--- src/rtl/core/fcrs_pkg.sv ---
`timescale 1ns / 1ps
// ----------------------------------------------------------------------------
// Fuel-cut relay sequencer package
// Shared codes, register indexes and structured types for the sequencer.
// ----------------------------------------------------------------------------
package fcrs_pkg;

  // Command carried with each input word.
  typedef enum logic [1:0] {
    CMD_TICK    = 2'd0,
    CMD_OPEN    = 2'd1,
    CMD_CLOSE   = 2'd2,
    CMD_RESTORE = 2'd3
  } cmd_e;

  // Sequencer step. Codes above CHK_CLOSE are unused and behave as idle.
  typedef enum logic [2:0] {
    STEP_IDLE      = 3'd0,
    STEP_OPEN      = 3'd1,
    STEP_CLOSE     = 3'd2,
    STEP_CHK_OPEN  = 3'd3,
    STEP_CHK_CLOSE = 3'd4
  } step_e;

  // Nonvolatile record values.
  typedef enum logic [1:0] {
    REC_EMPTY  = 2'd0,
    REC_OPEN   = 2'd1,
    REC_CLOSED = 2'd2
  } rec_e;

  // Tick period requests.
  typedef enum logic [1:0] {
    PER_SAME  = 2'd0,
    PER_FAST  = 2'd1,
    PER_ONE   = 2'd2,
    PER_THREE = 2'd3
  } period_e;

  // Configuration register indexes (word address bits [3:2]).
  typedef enum logic [1:0] {
    REG_SPEED_LIMIT  = 2'd0,
    REG_RETRY_LIMIT  = 2'd1,
    REG_PULSE_LIMIT  = 2'd2,
    REG_SPEED_SOURCE = 2'd3
  } reg_e;

  localparam logic [7:0] SPEED_LIMIT_RST  = 8'd20;
  localparam logic [2:0] RETRY_LIMIT_RST  = 3'd3;
  localparam logic [3:0] PULSE_LIMIT_RST  = 4'd10;
  localparam logic       SPEED_SOURCE_RST = 1'b0;

  typedef struct packed {
    logic [7:0] speed_limit;
    logic [2:0] retry_limit;
    logic [3:0] pulse_limit;
    logic       speed_source;
  } cfg_t;

  typedef struct packed {
    cmd_e       cmd;
    logic [7:0] pulse_speed;
    logic [7:0] gps_speed;
    logic       pin_level;
    logic       stored_closed;
  } item_t;

  typedef struct packed {
    step_e      step;
    rec_e       latched;
    logic [2:0] retry_count;
    logic [3:0] pulse_count;
    logic       drive_level;
    logic       status_bit;
  } state_t;

  typedef struct packed {
    logic       drive_cut;
    logic       persist_valid;
    rec_e       persist_value;
    period_e    next_period;
    logic       task_active;
    logic       status_valid;
    logic       cut_status;
  } result_t;

endpackage

--- src/rtl/core/fuel_cutoff_relay_sequencer.sv ---
`timescale 1ns / 1ps
// ----------------------------------------------------------------------------
// Fuel-cut relay sequencer
// Steps a fuel-cut relay through open, pulsed close, latch and level checks.
// ----------------------------------------------------------------------------
//
// Channel   Dir  Handshake               Contents
// s_axis    in   tvalid/tready           tuser: command; tdata: speeds, pin, record
// m_axis    out  tvalid/tready           tdata: drive, persist, period, status
// apb       in   psel/penable/pready     four settings at byte addresses 0, 4, 8, 12
//
// Each word passes an input register and a result register. The word lands in
// the input register at its accepting edge and its result is loaded into the
// result register once that register is free. A new word is accepted every
// cycle while m_axis_tready is high; the sequencer state is updated together
// with the move of a word from the input register into the result register.
// Reset is asynchronous and active low: the sequencer returns to idle with
// the relay open, the record empty and the settings at their defaults.
// A stall on m_axis holds the result register; the input register still takes
// one more word, and s_axis_tready falls only once both registers are full.
//
module fuel_cutoff_relay_sequencer (
  input  logic        clk_i,
  input  logic        rst_ni,
  // Input stream.
  input  logic        s_axis_tvalid,
  output logic        s_axis_tready,
  // [7:0] pulse_speed, [15:8] gps_speed, [16] pin_level, [17] stored_closed,
  // [23:18] zero
  input  logic [23:0] s_axis_tdata,
  // [1:0] cmd
  input  logic [1:0]  s_axis_tuser,
  // Result stream.
  output logic        m_axis_tvalid,
  input  logic        m_axis_tready,
  // [0] drive_cut, [1] persist_valid, [3:2] persist_value, [5:4] next_period,
  // [6] task_active, [7] status_valid, [8] cut_status, [15:9] zero
  output logic [15:0] m_axis_tdata,
  // Configuration port.
  input  logic        psel,
  input  logic        penable,
  input  logic        pwrite,
  input  logic [3:0]  paddr,
  input  logic [31:0] pwdata,
  output logic [31:0] prdata,
  output logic        pready
);

  fcrs_pkg::cfg_t    cfg;
  fcrs_pkg::item_t   in_q, in_d;
  logic              in_valid_q, in_valid_d;
  fcrs_pkg::state_t  st_q, st_d, st_next;
  fcrs_pkg::result_t out_q, out_d, step_res;
  logic              out_valid_q, out_valid_d;
  logic              out_free;
  logic              fire;
  logic              in_take;

  fcrs_cfg u_cfg (
    .clk_i   (clk_i),
    .rst_ni  (rst_ni),
    .psel    (psel),
    .penable (penable),
    .pwrite  (pwrite),
    .paddr   (paddr),
    .pwdata  (pwdata),
    .prdata  (prdata),
    .pready  (pready),
    .cfg_o   (cfg)
  );

  fcrs_step u_step (
    .cfg_i    (cfg),
    .state_i  (st_q),
    .item_i   (in_q),
    .state_o  (st_next),
    .result_o (step_res)
  );

  // The result register frees up when empty or when its word is taken.
  assign out_free      = !out_valid_q || m_axis_tready;
  assign fire          = in_valid_q && out_free;
  assign s_axis_tready = !in_valid_q || out_free;
  assign in_take       = s_axis_tvalid && s_axis_tready;

  always_comb begin
    in_valid_d = in_valid_q;
    in_d       = in_q;
    if (in_take) begin
      in_valid_d           = 1'b1;
      in_d.cmd             = fcrs_pkg::cmd_e'(s_axis_tuser);
      in_d.pulse_speed     = s_axis_tdata[7:0];
      in_d.gps_speed       = s_axis_tdata[15:8];
      in_d.pin_level       = s_axis_tdata[16];
      in_d.stored_closed   = s_axis_tdata[17];
    end else if (fire) begin
      in_valid_d = 1'b0;
    end
  end

  always_comb begin
    st_d        = st_q;
    out_d       = out_q;
    out_valid_d = out_valid_q;
    if (fire) begin
      st_d        = st_next;
      out_d       = step_res;
      out_valid_d = 1'b1;
    end else if (m_axis_tready) begin
      out_valid_d = 1'b0;
    end
  end

  always_ff @(posedge clk_i or negedge rst_ni) begin
    if (!rst_ni) begin
      in_valid_q  <= 1'b0;
      out_valid_q <= 1'b0;
      st_q        <= '0;
    end else begin
      in_valid_q  <= in_valid_d;
      out_valid_q <= out_valid_d;
      st_q        <= st_d;
    end
  end

  always_ff @(posedge clk_i) begin
    in_q  <= in_d;
    out_q <= out_d;
  end

  assign m_axis_tvalid = out_valid_q;
  assign m_axis_tdata  = {7'd0, out_q.cut_status, out_q.status_valid, out_q.task_active,
                          out_q.next_period, out_q.persist_value, out_q.persist_valid,
                          out_q.drive_cut};

  // An idle sequencer has always cleared its retry and pulse counters.
  a_idle_counters_clear: assert property (@(posedge clk_i) disable iff (!rst_ni)
    (st_q.step == fcrs_pkg::STEP_IDLE) |-> (st_q.retry_count == 3'd0 &&
                                            st_q.pulse_count == 4'd0))
    else $error("idle sequencer holds nonzero counters");

  // A word that leaves the input register always lands in the result register.
  a_fire_loads_result: assert property (@(posedge clk_i) disable iff (!rst_ni)
    fire |=> out_valid_q)
    else $error("processed word did not reach the result register");

  // No record value is reported without a record write.
  a_persist_value_gated: assert property (@(posedge clk_i) disable iff (!rst_ni)
    (out_valid_q && !out_q.persist_valid) |->
      (out_q.persist_value == fcrs_pkg::REC_EMPTY))
    else $error("record value without record write");

  // A status report only comes when no sequence is active.
  a_status_ends_task: assert property (@(posedge clk_i) disable iff (!rst_ni)
    (out_valid_q && out_q.status_valid) |-> !out_q.task_active)
    else $error("status reported while sequence still active");

endmodule

--- src/rtl/core/fcrs_cfg.sv ---
`timescale 1ns / 1ps
// ----------------------------------------------------------------------------
// Fuel-cut relay sequencer configuration registers
// APB-style register file holding the speed, retry, pulse and source settings.
// ----------------------------------------------------------------------------
module fcrs_cfg (
  input  logic               clk_i,
  input  logic               rst_ni,
  input  logic               psel,
  input  logic               penable,
  input  logic               pwrite,
  input  logic [3:0]         paddr,
  input  logic [31:0]        pwdata,
  output logic [31:0]        prdata,
  output logic               pready,
  output fcrs_pkg::cfg_t     cfg_o
);

  fcrs_pkg::cfg_t cfg_q, cfg_d;
  fcrs_pkg::reg_e idx;
  logic           wr_en;

  assign idx    = fcrs_pkg::reg_e'(paddr[3:2]);
  assign pready = 1'b1;
  assign wr_en  = psel && penable && pwrite && pready;

  always_comb begin
    cfg_d = cfg_q;
    if (wr_en) begin
      case (idx)
        fcrs_pkg::REG_SPEED_LIMIT:  cfg_d.speed_limit  = pwdata[7:0];
        fcrs_pkg::REG_RETRY_LIMIT:  cfg_d.retry_limit  = pwdata[2:0];
        fcrs_pkg::REG_PULSE_LIMIT:  cfg_d.pulse_limit  = pwdata[3:0];
        fcrs_pkg::REG_SPEED_SOURCE: cfg_d.speed_source = pwdata[0];
        default: cfg_d = cfg_q;
      endcase
    end
  end

  always_comb begin
    case (idx)
      fcrs_pkg::REG_SPEED_LIMIT:  prdata = {24'd0, cfg_q.speed_limit};
      fcrs_pkg::REG_RETRY_LIMIT:  prdata = {29'd0, cfg_q.retry_limit};
      fcrs_pkg::REG_PULSE_LIMIT:  prdata = {28'd0, cfg_q.pulse_limit};
      fcrs_pkg::REG_SPEED_SOURCE: prdata = {31'd0, cfg_q.speed_source};
      default:                    prdata = 32'd0;
    endcase
  end

  always_ff @(posedge clk_i or negedge rst_ni) begin
    if (!rst_ni) begin
      cfg_q.speed_limit  <= fcrs_pkg::SPEED_LIMIT_RST;
      cfg_q.retry_limit  <= fcrs_pkg::RETRY_LIMIT_RST;
      cfg_q.pulse_limit  <= fcrs_pkg::PULSE_LIMIT_RST;
      cfg_q.speed_source <= fcrs_pkg::SPEED_SOURCE_RST;
    end else begin
      cfg_q <= cfg_d;
    end
  end

  assign cfg_o = cfg_q;

endmodule

--- src/rtl/core/fcrs_step.sv ---
`timescale 1ns / 1ps
// ----------------------------------------------------------------------------
// Fuel-cut relay sequencer step logic
// Next-state and result logic for one command or tick word.
// ----------------------------------------------------------------------------
module fcrs_step (
  input  fcrs_pkg::cfg_t    cfg_i,
  input  fcrs_pkg::state_t  state_i,
  input  fcrs_pkg::item_t   item_i,
  output fcrs_pkg::state_t  state_o,
  output fcrs_pkg::result_t result_o
);

  logic [7:0] speed;
  logic       retry_left;
  logic       pulse_left;
  logic       slow_enough;
  logic [3:0] pulse_inc;

  assign speed       = cfg_i.speed_source ? item_i.gps_speed : item_i.pulse_speed;
  assign retry_left  = state_i.retry_count < cfg_i.retry_limit;
  assign pulse_left  = state_i.pulse_count < cfg_i.pulse_limit;
  assign slow_enough = speed <= cfg_i.speed_limit;
  assign pulse_inc   = 4'(state_i.pulse_count + 4'd1);

  // Next state.
  always_comb begin
    state_o = state_i;
    case (item_i.cmd)
      fcrs_pkg::CMD_OPEN:  state_o.step = fcrs_pkg::STEP_OPEN;
      fcrs_pkg::CMD_CLOSE: state_o.step = fcrs_pkg::STEP_CLOSE;
      fcrs_pkg::CMD_RESTORE: begin
        state_o.latched = fcrs_pkg::REC_EMPTY;
        state_o.step    = item_i.stored_closed ? fcrs_pkg::STEP_CLOSE
                                               : fcrs_pkg::STEP_OPEN;
      end
      default: begin
        case (state_i.step)
          fcrs_pkg::STEP_OPEN: begin
            state_o.pulse_count = 4'd0;
            state_o.latched     = fcrs_pkg::REC_OPEN;
            state_o.drive_level = 1'b0;
            state_o.step        = fcrs_pkg::STEP_CHK_OPEN;
            state_o.retry_count = 3'd0;
          end
          fcrs_pkg::STEP_CHK_OPEN, fcrs_pkg::STEP_CHK_CLOSE: begin
            // The expected level is cut for the close check, open otherwise.
            if ((item_i.pin_level == (state_i.step == fcrs_pkg::STEP_CHK_OPEN))
                && retry_left) begin
              state_o.pulse_count = 4'd0;
              state_o.retry_count = 3'(state_i.retry_count + 3'd1);
              state_o.drive_level = (state_i.step == fcrs_pkg::STEP_CHK_CLOSE);
            end else begin
              state_o.retry_count = 3'd0;
              state_o.pulse_count = 4'd0;
              state_o.status_bit  = item_i.pin_level;
              state_o.step        = fcrs_pkg::STEP_IDLE;
            end
          end
          fcrs_pkg::STEP_CLOSE: begin
            if (state_i.latched == fcrs_pkg::REC_CLOSED) begin
              state_o.step        = fcrs_pkg::STEP_CHK_CLOSE;
              state_o.retry_count = 3'd0;
            end else if (slow_enough) begin
              if (pulse_left) begin
                state_o.pulse_count = pulse_inc;
                state_o.drive_level = pulse_inc[0];
              end else begin
                state_o.drive_level = 1'b1;
                state_o.pulse_count = 4'd0;
                state_o.latched     = fcrs_pkg::REC_CLOSED;
                state_o.step        = fcrs_pkg::STEP_CHK_CLOSE;
                state_o.retry_count = 3'd0;
              end
            end
          end
          default: begin
            state_o.retry_count = 3'd0;
            state_o.pulse_count = 4'd0;
            state_o.status_bit  = item_i.pin_level;
            state_o.step        = fcrs_pkg::STEP_IDLE;
          end
        endcase
      end
    endcase
  end

  // Result fields.
  always_comb begin
    result_o               = '0;
    result_o.persist_value = fcrs_pkg::REC_EMPTY;
    result_o.next_period   = fcrs_pkg::PER_SAME;
    case (item_i.cmd)
      fcrs_pkg::CMD_OPEN, fcrs_pkg::CMD_CLOSE, fcrs_pkg::CMD_RESTORE: begin
        result_o.persist_valid = 1'b1;
        result_o.task_active   = 1'b1;
        if ((item_i.cmd == fcrs_pkg::CMD_CLOSE) ||
            ((item_i.cmd == fcrs_pkg::CMD_RESTORE) && item_i.stored_closed)) begin
          result_o.persist_value = fcrs_pkg::REC_CLOSED;
          result_o.next_period   = fcrs_pkg::PER_ONE;
        end else begin
          result_o.persist_value = fcrs_pkg::REC_OPEN;
          result_o.next_period   = fcrs_pkg::PER_FAST;
        end
      end
      default: begin
        case (state_i.step)
          fcrs_pkg::STEP_OPEN: begin
            result_o.persist_valid = 1'b1;
            result_o.persist_value = fcrs_pkg::REC_OPEN;
            result_o.next_period   = fcrs_pkg::PER_THREE;
            result_o.task_active   = 1'b1;
          end
          fcrs_pkg::STEP_CHK_OPEN, fcrs_pkg::STEP_CHK_CLOSE: begin
            if ((item_i.pin_level == (state_i.step == fcrs_pkg::STEP_CHK_OPEN))
                && retry_left) begin
              result_o.task_active = 1'b1;
            end else begin
              result_o.status_valid = 1'b1;
            end
          end
          fcrs_pkg::STEP_CLOSE: begin
            result_o.task_active = 1'b1;
            if (state_i.latched == fcrs_pkg::REC_CLOSED) begin
              result_o.next_period = fcrs_pkg::PER_THREE;
            end else if (slow_enough && !pulse_left) begin
              result_o.persist_valid = 1'b1;
              result_o.persist_value = fcrs_pkg::REC_CLOSED;
              result_o.next_period   = fcrs_pkg::PER_THREE;
            end
          end
          default: result_o.status_valid = 1'b1;
        endcase
      end
    endcase
    result_o.drive_cut  = state_o.drive_level;
    result_o.cut_status = state_o.status_bit;
  end

endmodule
--- config.mk ---
export PLATFORM = sky130hd
export DESIGN_NAME = fuel_cutoff_relay_sequencer
export DESIGN_NICKNAME = d
export VERILOG_FILES = /design/src/rtl/core/fcrs_pkg.sv /design/src/rtl/core/fuel_cutoff_relay_sequencer.sv /design/src/rtl/core/fcrs_cfg.sv /design/src/rtl/core/fcrs_step.sv
export SDC_FILE = /design/constraint.sdc
export NUM_CORES = 1
export LEC_CHECK = 0
export CAP_MARGIN = 5
export CORE_MARGIN = 1.5
export CORE_UTILIZATION = 71
export CTS_BUF_LIST = sky130_fd_sc_hd__clkbuf_2 sky130_fd_sc_hd__clkbuf_4 sky130_fd_sc_hd__clkbuf_8
export CTS_CLUSTER_DIAMETER = 60
export DETAILED_ROUTE_END_ITERATION = 12
export DONT_BUFFER_PORTS = 1
export HOLD_SLACK_MARGIN = 0.06
export PLACE_DENSITY = 0.87
export SLEW_MARGIN = 10
export SYNTH_ARGS = -nofsm -noshare
export SYNTH_HDL_FRONTEND = slang
export SYNTH_SLANG_ARGS = --single-unit
--- constraint.sdc ---
create_clock -name clk_i -period 5.4 [get_ports clk_i]
set_clock_uncertainty 0.05 [all_clocks]
set_input_delay 1.08 -clock clk_i [delete_from_list [all_inputs] [get_ports clk_i]]
set_output_delay 1.08 -clock clk_i [all_outputs]
set_load 0.005 [all_outputs]
Yosys cells after proc, flatten, opt, wreduce, memory -nomap -nowiden
Cells that the tools add are included.
{"block": "totals", "register_bits": 61, "latch_bits": 0, "ramBits": 0, "mem_bits_ro": 0, "output_inout_bits": 51, "wordCells": 118, "mem_count": 0}
{"block": "op_classes", "n_addsub": 2, "multipliers": 0, "div_mod_pow": 0, "magnitude_cmp": 3, "n_eq_ne": 22, "n_shift": 0, "muxes": 36, "bitwise": 2, "reduce_logical": 29}
{"cell": "$pmux 32 s4", "n": 1}
{"cell": "$mux 5", "n": 4}
{"cell": "$pmux 3 s3", "n": 2}
{"cell": "$mux 8", "n": 2}
{"cell": "$pmux 7 s2", "n": 1}
{"cell": "$mux 13", "n": 1}
{"cell": "$mux 3", "n": 4}
{"cell": "$reduce_and 4->1", "n": 3}
{"cell": "$eq 2x2->1 const B", "n": 5}
{"cell": "$pmux 5 s2", "n": 1}
{"cell": "$ne 3x3->1 const B", "n": 3}
{"cell": "$le 8x8->1", "n": 1}
{"cell": "$mux 1", "n": 8}
{"cell": "$mux 2", "n": 4}
{"cell": "$pmux 2 s2", "n": 2}
{"cell": "$reduce_and 2->1", "n": 4}
{"cell": "$logic_and 1x1->1", "n": 7}
{"cell": "$mux 7", "n": 1}
{"cell": "$eq 3x2->1 const B", "n": 2}
{"cell": "$ne 3x1->1 const B", "n": 2}
{"cell": "$ne 6x1->1 const B", "n": 1}
{"cell": "$ne 6x6->1 const B", "n": 1}
{"cell": "$pmux 1 s2", "n": 3}
{"cell": "$reduce_and 6->1", "n": 1}
{"cell": "21 further kinds", "n": 30}

Longest topological paths before layout
Gate-level depths: netlist of run 1.
{"block": "depth", "ltp_word": 7, "ltp_mapped": 9, "mapped_depth_nobuf": 8}

Modules after synthesis
A second synthesis of run 1 with hierarchy kept.
{"block": "hier_totals", "hier_cells": 319, "hier_area_um2": 3712.3}
{"module": "fuel_cutoff_relay_sequencer", "instances": 1, "cells_each": 75, "area_each_um2": 1595.3, "seq_area_each_um2": 1271.2}
{"module": "fcrs_step", "instances": 1, "cells_each": 162, "area_each_um2": 1122.3, "seq_area_each_um2": 0.0}
{"module": "fcrs_cfg", "instances": 1, "cells_each": 82, "area_each_um2": 994.7, "seq_area_each_um2": 407.9}

Worst setup path before layout of run 1
Ideal clock, no wire load.
{"block": "synth_timing", "path_type": "in2out", "from": "input paddr[3]", "to": "output prdata[0]", "t_arrival_ps": 1912, "slack_ps": 2358, "stages": 2, "path_buffers": 1, "path_cell_list": "clkbuf_1 -> mux4_2"}
{"block": "synth_via", "elab_chain_len": 2, "word_cells_on_any_way": 5}
{"item": "start, declared", "line": "fuel_cutoff_relay_sequencer.sv:43", "source": "input logic [3:0] paddr,"}
{"item": "$eq 2x2->1, or another cell as far along", "line": "fcrs_cfg.sv:41", "source": "case (idx)"}
{"item": "$pmux 32 s4 (*)", "line": "fcrs_cfg.sv:41"}
{"item": "end, declared", "line": "fuel_cutoff_relay_sequencer.sv:45", "source": "output logic [31:0] prdata,"}
Every way passes the cells marked *; elsewhere a longest branch is shown, timed or not. The select of a mux whose other input is x is not followed.

Worst setup path in the final report of run 1
{"block": "layout_timing", "from": "register u_cfg.cfg_q, in the netlist u_cfg.cfg_o[0]", "to": "register st_q[5] (netlist name)"}
{"block": "layout_via", "elab_chain_len": 4}
{"item": "start, declared", "line": "fcrs_cfg.sv:19", "source": "fcrs_pkg::cfg_t cfg_q, cfg_d;"}
{"item": "start signal, assigned", "line": "fcrs_cfg.sv:57", "source": "cfg_q <= cfg_d;"}
{"item": "$mux 8", "line": "fcrs_step.sv:20", "source": "assign speed = cfg_i.speed_source ? item_i.gps_speed : item_i.pulse_speed;"}
{"item": "$le 8x8->1", "line": "fcrs_step.sv:23", "source": "assign slow_enough = speed <= cfg_i.speed_limit;"}
{"item": "$ne 2x1->1 (no line)"}
{"item": "$reduce_and 4->1 (no line)"}
{"item": "end signal, assigned", "line": "fuel_cutoff_relay_sequencer.sv:122", "source": "st_q <= st_d;"}
{"item": "end, declared", "line": "fuel_cutoff_relay_sequencer.sv:52", "source": "fcrs_pkg::state_t st_q, st_d, st_next;"}
No other way between the ends.
A chain may end at the register's enable or synchronous reset.

==> results of run 1 <==
==> final cells by class <==
class                      count  area [um^2]
clock inverter                 1         30.0
clock buffer                  15          188
multi-input combinational    222         1540
fill                         309         1100
tap                           54         67.6
inverter                      23         86.3
sequential                    61         1680
==> power groups by stage <==
| stage | logic (mW) | registers (mW) | clock network (mW) |
|---|---|---|---|
| after floorplan | 0.296 | 0.619 | 0 |
| after global placement | 0.304 | 0.644 | 0 |
| after detailed placement | 0.319 | 0.649 | 0 |
| after CTS | 0.323 | 0.641 | 0.436 |
| after global routing | 0.365 | 0.651 | 0.450 |
| final | 0.325 | 0.642 | 0.431 |
==> registers in the layout, summed over array words and instances (netlist names) <==
register,cells
in_q,20
in_valid_q,1
m_axis_tdata,9
m_axis_tvalid,1
st_q,14
u_cfg.cfg_o,16
==> cell usage after synthesis (4+ instances only) <==
cell type | number | share of area [%]
a21o_1 | 4 | 0.87
a21oi_1 | 9 | 1.3
buf_4 | 33 | 7.2
clkbuf_1 | 4 | 0.43
dfrtp_1 | 26 | 19
dfstp_2 | 6 | 4.6
edfxtp_1 | 29 | 25
ha_1 | 20 | 7.2
inv_1 | 23 | 2.5
mux2_2 | 18 | 5.9
mux2i_1 | 4 | 1.2
nand2_1 | 23 | 2.5
nand2b_1 | 6 | 1.1
nor2_1 | 14 | 1.5
nor2b_1 | 6 | 1.1
nor3_1 | 8 | 1.2
o21ai_0 | 16 | 2.3
o21ai_1 | 8 | 1.2
==> through the flow <==
stage / setup slack (ps) / area, um^2 / hold WS (ps) / util [%] / power, mW
global placement: 2680 / 3370 / 431 / 71.8 / 0.947
detailed placement: 2570 / 3370 / 448 / 71.8 / 0.968
global route: 2340 / 3590 / 370 / 76.5 / 1.47
CTS: 2540 / 3590 / 373 / 76.5 / 1.40
floorplan: 2360 / 3570 / 410 / - / 0.915
finish: 2490 / 3590 / 383 / 76.5 / 1.40
==> placed cells by master (no fill, tap or decap), drive strengths merged, types with 2 or more instances in the layout <==
cell type / count
conb: 32
edfxtp: 29
dfrtp: 26
o21ai: 25
nand2: 24
inv: 23
mux2: 21
ha: 20
clkbuf: 15
nor2: 14
a21oi: 9
nor3: 8
nand2b: 7
nor2b: 6
dfstp: 6
mux2i: 4
a21o: 4
nand3: 4
a31oi: 4
nor3b: 4
and3: 3
a311oi: 3
o31ai: 3
and2: 3
nand4: 3
o22ai: 3
o2bb2ai: 2
or2: 2
==> layer usage <==
metal / track usage, % / vias up / share of wire, %
li1: - / 1062 / -
met1: 32.4 / 1077 / 44
met2: 40.4 / 92 / 49
met3: 7.46 / 17 / 5.2
met4: 10.5 / 0 / 1.9
met5: 0 / - / 0
==> worst max-delay path by stage <==
stage | start | slack (ps) | cells after the start | endpoint
6_report | u_cfg.cfg_o[0] | 2490 | 8 | st_q[5]
5_1_grt | u_cfg.cfg_o[0] | 2340 | 8 | st_q[5]
4_1_cts | u_cfg.cfg_o[0] | 2540 | 7 | m_axis_tdata[4]
3_5_place_dp | u_cfg.cfg_o[0] | 2570 | 8 | st_q[5]
3_3_place_gp | u_cfg.cfg_o[0] | 2680 | 8 | m_axis_tdata[0]
2_1_floorplan | paddr[3] | 2360 | 2 | prdata[0]
==> worst max-delay path: stages, from the launching register on <==
cell	delay [ps]
dfrtp_1	590
mux2_2	400
ha_1	280
nor2b_1	140
o211ai_1	230
a211o_1	290
nand3_1	290
nor3_1	410
a311oi_1	90
==> kinds of logic after synthesis <==
logic type,count (synthesis)
other,2
AND/OR/NAND/NOR,82
buffers and inverters,61
flip-flops,61
adder cells (fa/ha/maj),20
multiplexers,26
AO/OA/AOI/OAI,62
==> out/results.ini, run 1 <==
[status]
outcome = completed

[clock_network]
clk_pin_slew_ps = 60
cts_tree = built
postCtsHoldBufs = 0
cts-buffers-inserted = 9
cts_sinks = 61
clk_latency_ps = 340
clockBufferDepth = 2
cts_setup_buffers = 0
clock-root-buffer = clkbuf_8
cts_resized = 0
htree_levels = 3

[sta]
slew_headroom_pct = 46.9
setup_violations = 0
finalCriticalPeriod_ps = 2910
hold_viol_final = 0
rsz0062_at_grt = no
period_share_pct = 53.9
fmax_mhz = 344
fin_setup_tns_ps = 0
drv_slew = 0
worst_pin_slew_ps = 796

[yosys]
syn_inst = 314
yosys.area_share.simple_pct = 12.9
synth_xor_area_share_pct = 0
synth_edf_count = 29
synth_fa_ha_area_share_pct = 7.24
synth_async_sr_flop_share_pct = 52.5
syn_avg_cell_area_um2 = 11.0
ys.flop_type = edfxtp_1
synth_top_family_by_area = simple AND/OR/NAND/NOR gates
synth-seq-cells = 61
yosysWarnings = 0
synth_compound_area_share_pct = 11.9
synth_cell_type_count = 56
syn_area_um2 = 3460
ys_seq_area_share_pct = 48.6
muxShareOfSynthArea_pct = 8.97

[route]
postRouteAntennaNets = 0
vias = 2248
vias_per_cell = 5.98
drc = 0
wl_per_cell_um = 16.4
drtIter0Drc = 173
firstDrtPassIters = 5
routed_wl_mm = 6.15

[pwr]
ir_worst_vdd_mv = 0.337
p_int_uw = 987
p_comb_share_pct = 23.3
seqPwrFrac_pct = 45.9
leakagePower_nw = 1.57
p_switching_uw = 412
p_clk_share_pct = 30.8
switching_share_pct = 29.4
powerDensity_nw_per_um2 = 390

[final_layout]
area_growth_pct = 3.76
antenna_cells = 0
final_net_count = 406
drive_above_1_share_pct = 17.4
fin_cells = 376

[global_route]
grt_pass1_vias = 2160
grt_max_degree = 33
gr-usage-all-layers_pct = 25.3
grt_overflow = 0
grt_pass1_wl_mm = 9.90
antenna_found_initial = 0

[placed_design]
io_buffer_count = 0
gp_congestion = 0.940
placedCellCount = 360
dpl.hpwl_mm = 4.58

[die]
die_w_um = 72.8
start_util_pct = 73.7
placementRows = 25
core_um2 = 4690
die-height_um = 72.8
num_io_pins = 120
die_area_um2 = 5300

[worst_setup_path]
critical_path_class = reg2reg
arrival_ps = 3060
cp-end-kind = flop
rr_worst_depth = 8
required_ps = 5550
cp-start-kind = flop
cp_max_fo = 10
r2r_slack_ps = 2490
regToRegStartpoint = u_cfg.cfg_o[0]
r2r_end = st_q[5]

[worst_hold_path]
worstHoldPathType = in2async

[flow_run]
drv_cap = 0

(Power assumes the default switching activity.)
==> inputs of run 2 (changes only) <==
CORE_UTILIZATION = 60   (was 71)
PLACE_DENSITY = 0.79   (was 0.87)
clock period = 2.35 ns   (was 5.4 ns; I/O delays follow)
==> run 2 against run 1 <==
The run now ends with setup timing left. First-iteration DRC count increased by 5.8%. Wire length grew 4.7%. Setup slack got worse by 2700 ps. Flip-flop and latch count stayed put. Critical endpoint is now st_q[13]. Largest cell class is now multi-input combinational cells. Largest power group unchanged. Highest routed layer unchanged.
==> out/results.ini, run 2 (synthesis results as in run 1) <==
[status]
outcome = finished with violations
failed_checks = setup timing

[worst_setup_path]
cp-start-kind = flop
critical_path_class = reg2reg
r2r_end = st_q[13]
r2r_slack_ps = -210
arrival_ps = 2740
regToRegStartpoint = u_cfg.cfg_o[0]
cp-end-kind = flop
rr_worst_depth = 9
cp_max_fo = 4
critPathLaunch = u_cfg.cfg_o[0]
required_ps = 2520

[worst_hold_path]
worstHoldStart = s_axis_tdata[13]
worstHoldPathType = in2reg
hold_depth = 0
worst_hold_path.endpoint = in_q[7]

[global_route]
grt_pass1_vias = 2209
gr-usage-all-layers_pct = 22.3
grt_max_degree = 33
grt_pass1_wl_mm = 10.4
antenna_found_initial = 0
grt_overflow = 0

[final_layout]
area_growth_pct = 16.4
largest_reg_flops = 20
seq_area_um2 = 1680
regMostFlops = in_q
antenna_cells = 0
final_cell_mix = conb_1 (32), edfxtp_1 (29), dfrtp_1 (25), inv_1 (23), nand2_1 (22)
layout_commonest_cell = conb_1
fin_area_um2 = 4020
final_net_count = 427
multi_input_area_um2 = 1740
fin_cells = 415
drive_above_1_share_pct = 30.0
fillers = 377

[die]
core_um2 = 5540
die_w_um = 78.9
die_area_um2 = 6230
placementRows = 27
die-height_um = 78.9
start_util_pct = 62.4
num_io_pins = 120

[placed_design]
dp_slack_ps = -402
placedCellCount = 390
dpl.hpwl_mm = 4.51
place_area_um2 = 3510
gp_congestion = 0.886
io_buffer_count = 0

[sta]
fmax_mhz = 390
postLayoutSetupSlackWorst_ps = -212
rsz0062_at_grt = yes
drv_slew = 0
worst_pin_slew_ps = 546
setup_violations = 18
slew_headroom_pct = 63.4
finalCriticalPeriod_ps = 2560
hold_viol_final = 0
period_share_pct = 109

[route]
drtIter0Drc = 183
routed_wl_mm = 6.44
vias = 2326
firstDrtPassIters = 4
drc = 0
vias_per_cell = 5.60
postRouteAntennaNets = 0
wl_per_cell_um = 15.5

[clock_network]
htree_levels = 3
cts_sinks = 61
cts-buffers-inserted = 9
clock-root-buffer = clkbuf_8
clk_latency_ps = 340
clockBufferDepth = 2
cts_tree = built
clk_pin_slew_ps = 70

[pwr]
leakagePower_nw = 1.73
ir_worst_vdd_mv = 0.522
powerDensity_nw_per_um2 = 886

[flow_run]
drv_cap = 0

## run 2: changes by cell type in the layout (fill, tap and decap cells not counted), moves of 4 or more
cell	before	now
buf_4	0	14
buf_6	0	4
ha_4	0	4
ha_1	20	16
## run 2: per-layer routing
metal | global-route usage [%] | up-vias | wire length (um)
li1 | - | 1104 | -
met1 | 29.1 | 1118 | 2820
met2 | 35.7 | 93 | 3130
met3 | 3.91 | 11 | 355
met4 | 11.6 | 0 | 123
met5 | 0 | - | 0
## run 2: timing repair
| item | in CTS | in global routing |
|---|---|---|
| hold endpoints to repair | 32 | 0 |
| buffers inserted | 6 | 1 |
| hold buffers | 2 | 0 |
| endpoints found under the setup margin | 18 | 18 |
| pin swaps | 18 | 1 |
| gates resized for setup | 30 | 10 |
## run 2: final cells by class
class	instances	share of cell area, %
Multi-Input combinational cell	222	43.3
Inverter	23	2.15
Tap cell	72	2.24
Clock inverter	6	2.15
Sequential cell	61	41.8
Clock buffer	10	3.42
Timing Repair Buffer	21	4.98
## run 2: worst max-delay path by stage
stage,endpoint,slack (ps),cells past startpoint
after CTS,st_q[11],-200,9
after detailed placement,m_axis_tdata[0],-400,8
after global placement,m_axis_tdata[0],-370,8
after global routing,st_q[11],-280,9
after floorplan,st_q[11],-70,9
final,st_q[13],-210,9
## run 2: per-stage QoR
stage	hold slack, ps	util (%)	setup TNS (ps)	total power [mW]
2_1_floorplan	124	-	-252	2.13
3_3_place_gp	125	63.3	-4160	2.26
3_5_place_dp	125	63.3	-4970	2.31
4_1_cts	163	71.6	-1630	3.51
5_1_grt	162	72.6	-3110	3.75
6_report	172	72.6	-1890	3.57
## run 2: power breakdown
group          leakage [nW]  switching (mW)  total [mW]  internal (mW)
registers             0.668           0.136        1.46           1.32
logic                 0.949           0.550        1.07          0.516
clock network         0.112           0.416        1.04          0.623
## run 2: critical path, cell delays in order (launching register included)
cell      delay [ps]
dfrtp_2          430
buf_6            140
mux2_4           310
ha_4             270
nor2b_4          120
o211ai_1         100
a211o_2          380
a31oi_4          210
o22ai_4          120
mux2_4           310
==> inputs of run 3 (changes only) <==
--- a/config.mk
+++ b/config.mk
@@ -8,5 +8,6 @@
 export CAP_MARGIN = 5
+export CORE_ASPECT_RATIO = 0.6
 export CORE_MARGIN = 1.5
 export CORE_UTILIZATION = 60
-export CTS_BUF_LIST = sky130_fd_sc_hd__clkbuf_2 sky130_fd_sc_hd__clkbuf_4 sky130_fd_sc_hd__clkbuf_8
+export CTS_BUF_LIST = sky130_fd_sc_hd__clkbuf_2
 export CTS_CLUSTER_DIAMETER = 60
==> constraint.sdc (replaced) <==
create_clock -name clk_i -period 2.35 [get_ports clk_i]
set_clock_uncertainty 0.05 [all_clocks]
set_input_delay 0.235 -clock clk_i [delete_from_list [all_inputs] [get_ports clk_i]]
set_output_delay 0.235 -clock clk_i [all_outputs]
set_load 0.005 [all_outputs]
==> run 3 against run 2 <==
The run still ends with setup timing left. Critical path depth is 1 higher. Die area is 0.23% higher. Power is 5.3% lower. Sequential share of layout area is 2.7 points lower. Clock-buffer cell count is 1 lower. Register-to-register slack worse by 96 ps. Final area is 6.9% higher. First-iteration DRC count is 1.1% higher. Flip-flop and latch count stayed put. Via count is 6.7% higher. Sequential power hardly changed. Worst hold slack worse by 89 ps. Critical endpoint is now m_axis_tdata[4]. Largest cell class unchanged. Largest power group unchanged.
==> out/results.ini, run 3 (synthesis results as in run 1) <==
[status]
outcome = finished with violations
failed_checks = setup timing

[clock_network]
clk_latency_ps = 530
htree_levels = 3
cts-buffers-inserted = 9
clk_pin_slew_ps = 200
clockBufferDepth = 2
cts_sinks = 61
clock-root-buffer = clkbuf_2
cts_tree = built

[route]
wl_per_cell_um = 16.7
routed_wl_mm = 7.62
drc = 0
firstDrtPassIters = 5
postRouteAntennaNets = 0
vias_per_cell = 5.44
drtIter0Drc = 185
vias = 2482

[die]
die-height_um = 61.8
start_util_pct = 62.1
num_io_pins = 120
die_w_um = 101
core_um2 = 5570
die_area_um2 = 6240
placementRows = 21

[worst_setup_path]
crit_slowest_cell = dfrtp_2
cp-start-kind = flop
r2r_slack_ps = -310
critical_path.endpoint = m_axis_tdata[4]
path_delay_family = flip-flops
cp.depth = 10
arrival_ps = 2970
crit_top_cell = buf_6
critical_path_class = reg2reg
crit_path_cell_trace = buf_6 > mux2_4 > ha_4 > nand4_1 > nor2_1 > a211o_1 > buf_6 > nand3_2 > buf_6 > a311oi_2
rr_worst_depth = 10
critPathLaunch = u_cfg.cfg_o[0]
regToRegStartpoint = u_cfg.cfg_o[0]
required_ps = 2660
crit_buf_inv = 3
max_stage_delay_ps = 470
cp_max_fo = 6
r2r_end = m_axis_tdata[4]
cp-end-kind = flop

[placed_design]
io_buffer_count = 0
dpl.hpwl_mm = 4.76
gp_congestion = 0.896
dp_slack_ps = -452

[final_layout]
regMostFlops = in_q
final_cell_mix = dlygate4sd3_1 (35), conb_1 (32), edfxtp_1 (29), dfrtp_1 (25), inv_1 (23)
drive_above_1_share_pct = 27.4
final_net_count = 460
area_growth_pct = 24.3
largest_reg_flops = 20
layout_commonest_cell = dlygate4sd3_1
antenna_cells = 0
fin_util_pct = 77.2

[global_route]
grt_max_degree = 33
busiest_layer = met2
met2_usage_pct = 39.2
use_met1_pct = 34.4
gr-usage-met3_pct = 7.61
antenna_found_initial = 0
gr-usage-all-layers_pct = 24.9
grt_pass1_vias = 2367
grt_pass1_wl_mm = 11.3
grt_overflow = 0

[sta]
setup_violations = 18
postLayoutSetupSlackWorst_ps = -308
period_share_pct = 113
slew_headroom_pct = 62.6
hold_viol_final = 0
finalCriticalPeriod_ps = 2660
worst_pin_slew_ps = 557
fmax_mhz = 376
drv_slew = 0
rsz0062_at_grt = yes
fin_hold_ws_ps = 83.3

[pwr]
powerDensity_nw_per_um2 = 785
leakagePower_nw = 1.83
ir_worst_vdd_mv = 0.508

[worst_hold_path]
worstHoldPathType = in2async

[flow_run]
drv_cap = 0

-- run 3: changes by cell type in the layout (fill, tap and decap cells not counted), moves of 2 or more --
| cell | previous run | this run |
|---|---|---|
| ha_4 | 4 | 6 |
| dlygate4sd3_1 | 1 | 35 |
| mux2_4 | 6 | 8 |
| ha_1 | 16 | 14 |
| mux2_2 | 15 | 13 |
| clkbuf_8 | 10 | 0 |
| clkbuf_2 | 0 | 9 |
-- run 3: what timing repair did --
| action | 4_1_cts | 5_1_grt |
|---|---|---|
| hold buffers | 36 | 0 |
| resized for setup | 19 | 23 |
| setup buffers | 4 | 4 |
| pin swaps | 15 | 11 |
| setup endpoints to repair | 18 | 18 |
| hold endpoints to repair | 74 | 0 |
-- run 3: cell type report --
type                            count  area, um^2
Multi-Input combinational cell    222        1770
Inverter                           23        86.3
Clock inverter                      7        98.8
Sequential cell                    61        1680
Timing Repair Buffer               54         524
Tap cell                           80         100
Clock buffer                        9        45.0
Fill cell                         364        1270
-- run 3: worst reg2reg max path, delay by kind of cell, from the launching register on --
| kind | cells | cell delay, ps |
|---|---|---|
| flops | 1 | 470 |
| simple gates | 3 | 450 |
| buf+inv | 3 | 470 |
| compound gates | 2 | 470 |
| mux | 1 | 320 |
| fa+ha+maj | 1 | 280 |
-- run 3: where the power goes --
group / switching [mW] / internal, mW
Sequential: 0.143 / 1.32
Clock: 0.434 / 0.357
Combinational: 0.584 / 0.537
Total: 1.16 / 2.22
-- run 3: worst min-delay path by stage --
stage	start	endpoint	slack, ps	depth (start not counted)
2_1_floorplan	rst_ni	in_valid_q	-110	0
3_3_place_gp	rst_ni	u_cfg.cfg_o[3]	-110	0
3_5_place_dp	rst_ni	u_cfg.cfg_o[3]	-110	0
4_1_cts	rst_ni	st_q[12]	90	2
5_1_grt	rst_ni	st_q[11]	90	2
6_report	rst_ni	u_cfg.cfg_o[14]	80	2
-- run 3: routing by layer --
| metal | routed length (um) | up-vias | part of all wire [%] |
|---|---|---|---|
| met5 | 0 | - | 0 |
| met4 | 26 | 0 | 0.34 |
| met3 | 603 | 4 | 7.9 |
| met2 | 3430 | 119 | 45 |
| met1 | 3560 | 1191 | 47 |
| li1 | - | 1168 | - |
-- run 3: metrics by stage --
| stage | std cells | instance area [um^2] | TNS (ps) | power [mW] |
|---|---|---|---|---|
| after floorplan | 344 | 3600 | -252 | 2.13 |
| after global placement | 396 | 3500 | -4100 | 2.25 |
| after detailed placement | 396 | 3500 | -5520 | 2.30 |
| after CTS | 452 | 4150 | -1840 | 3.22 |
| after global routing | 456 | 4300 | -5690 | 3.56 |
| final | 456 | 4300 | -4120 | 3.38 |
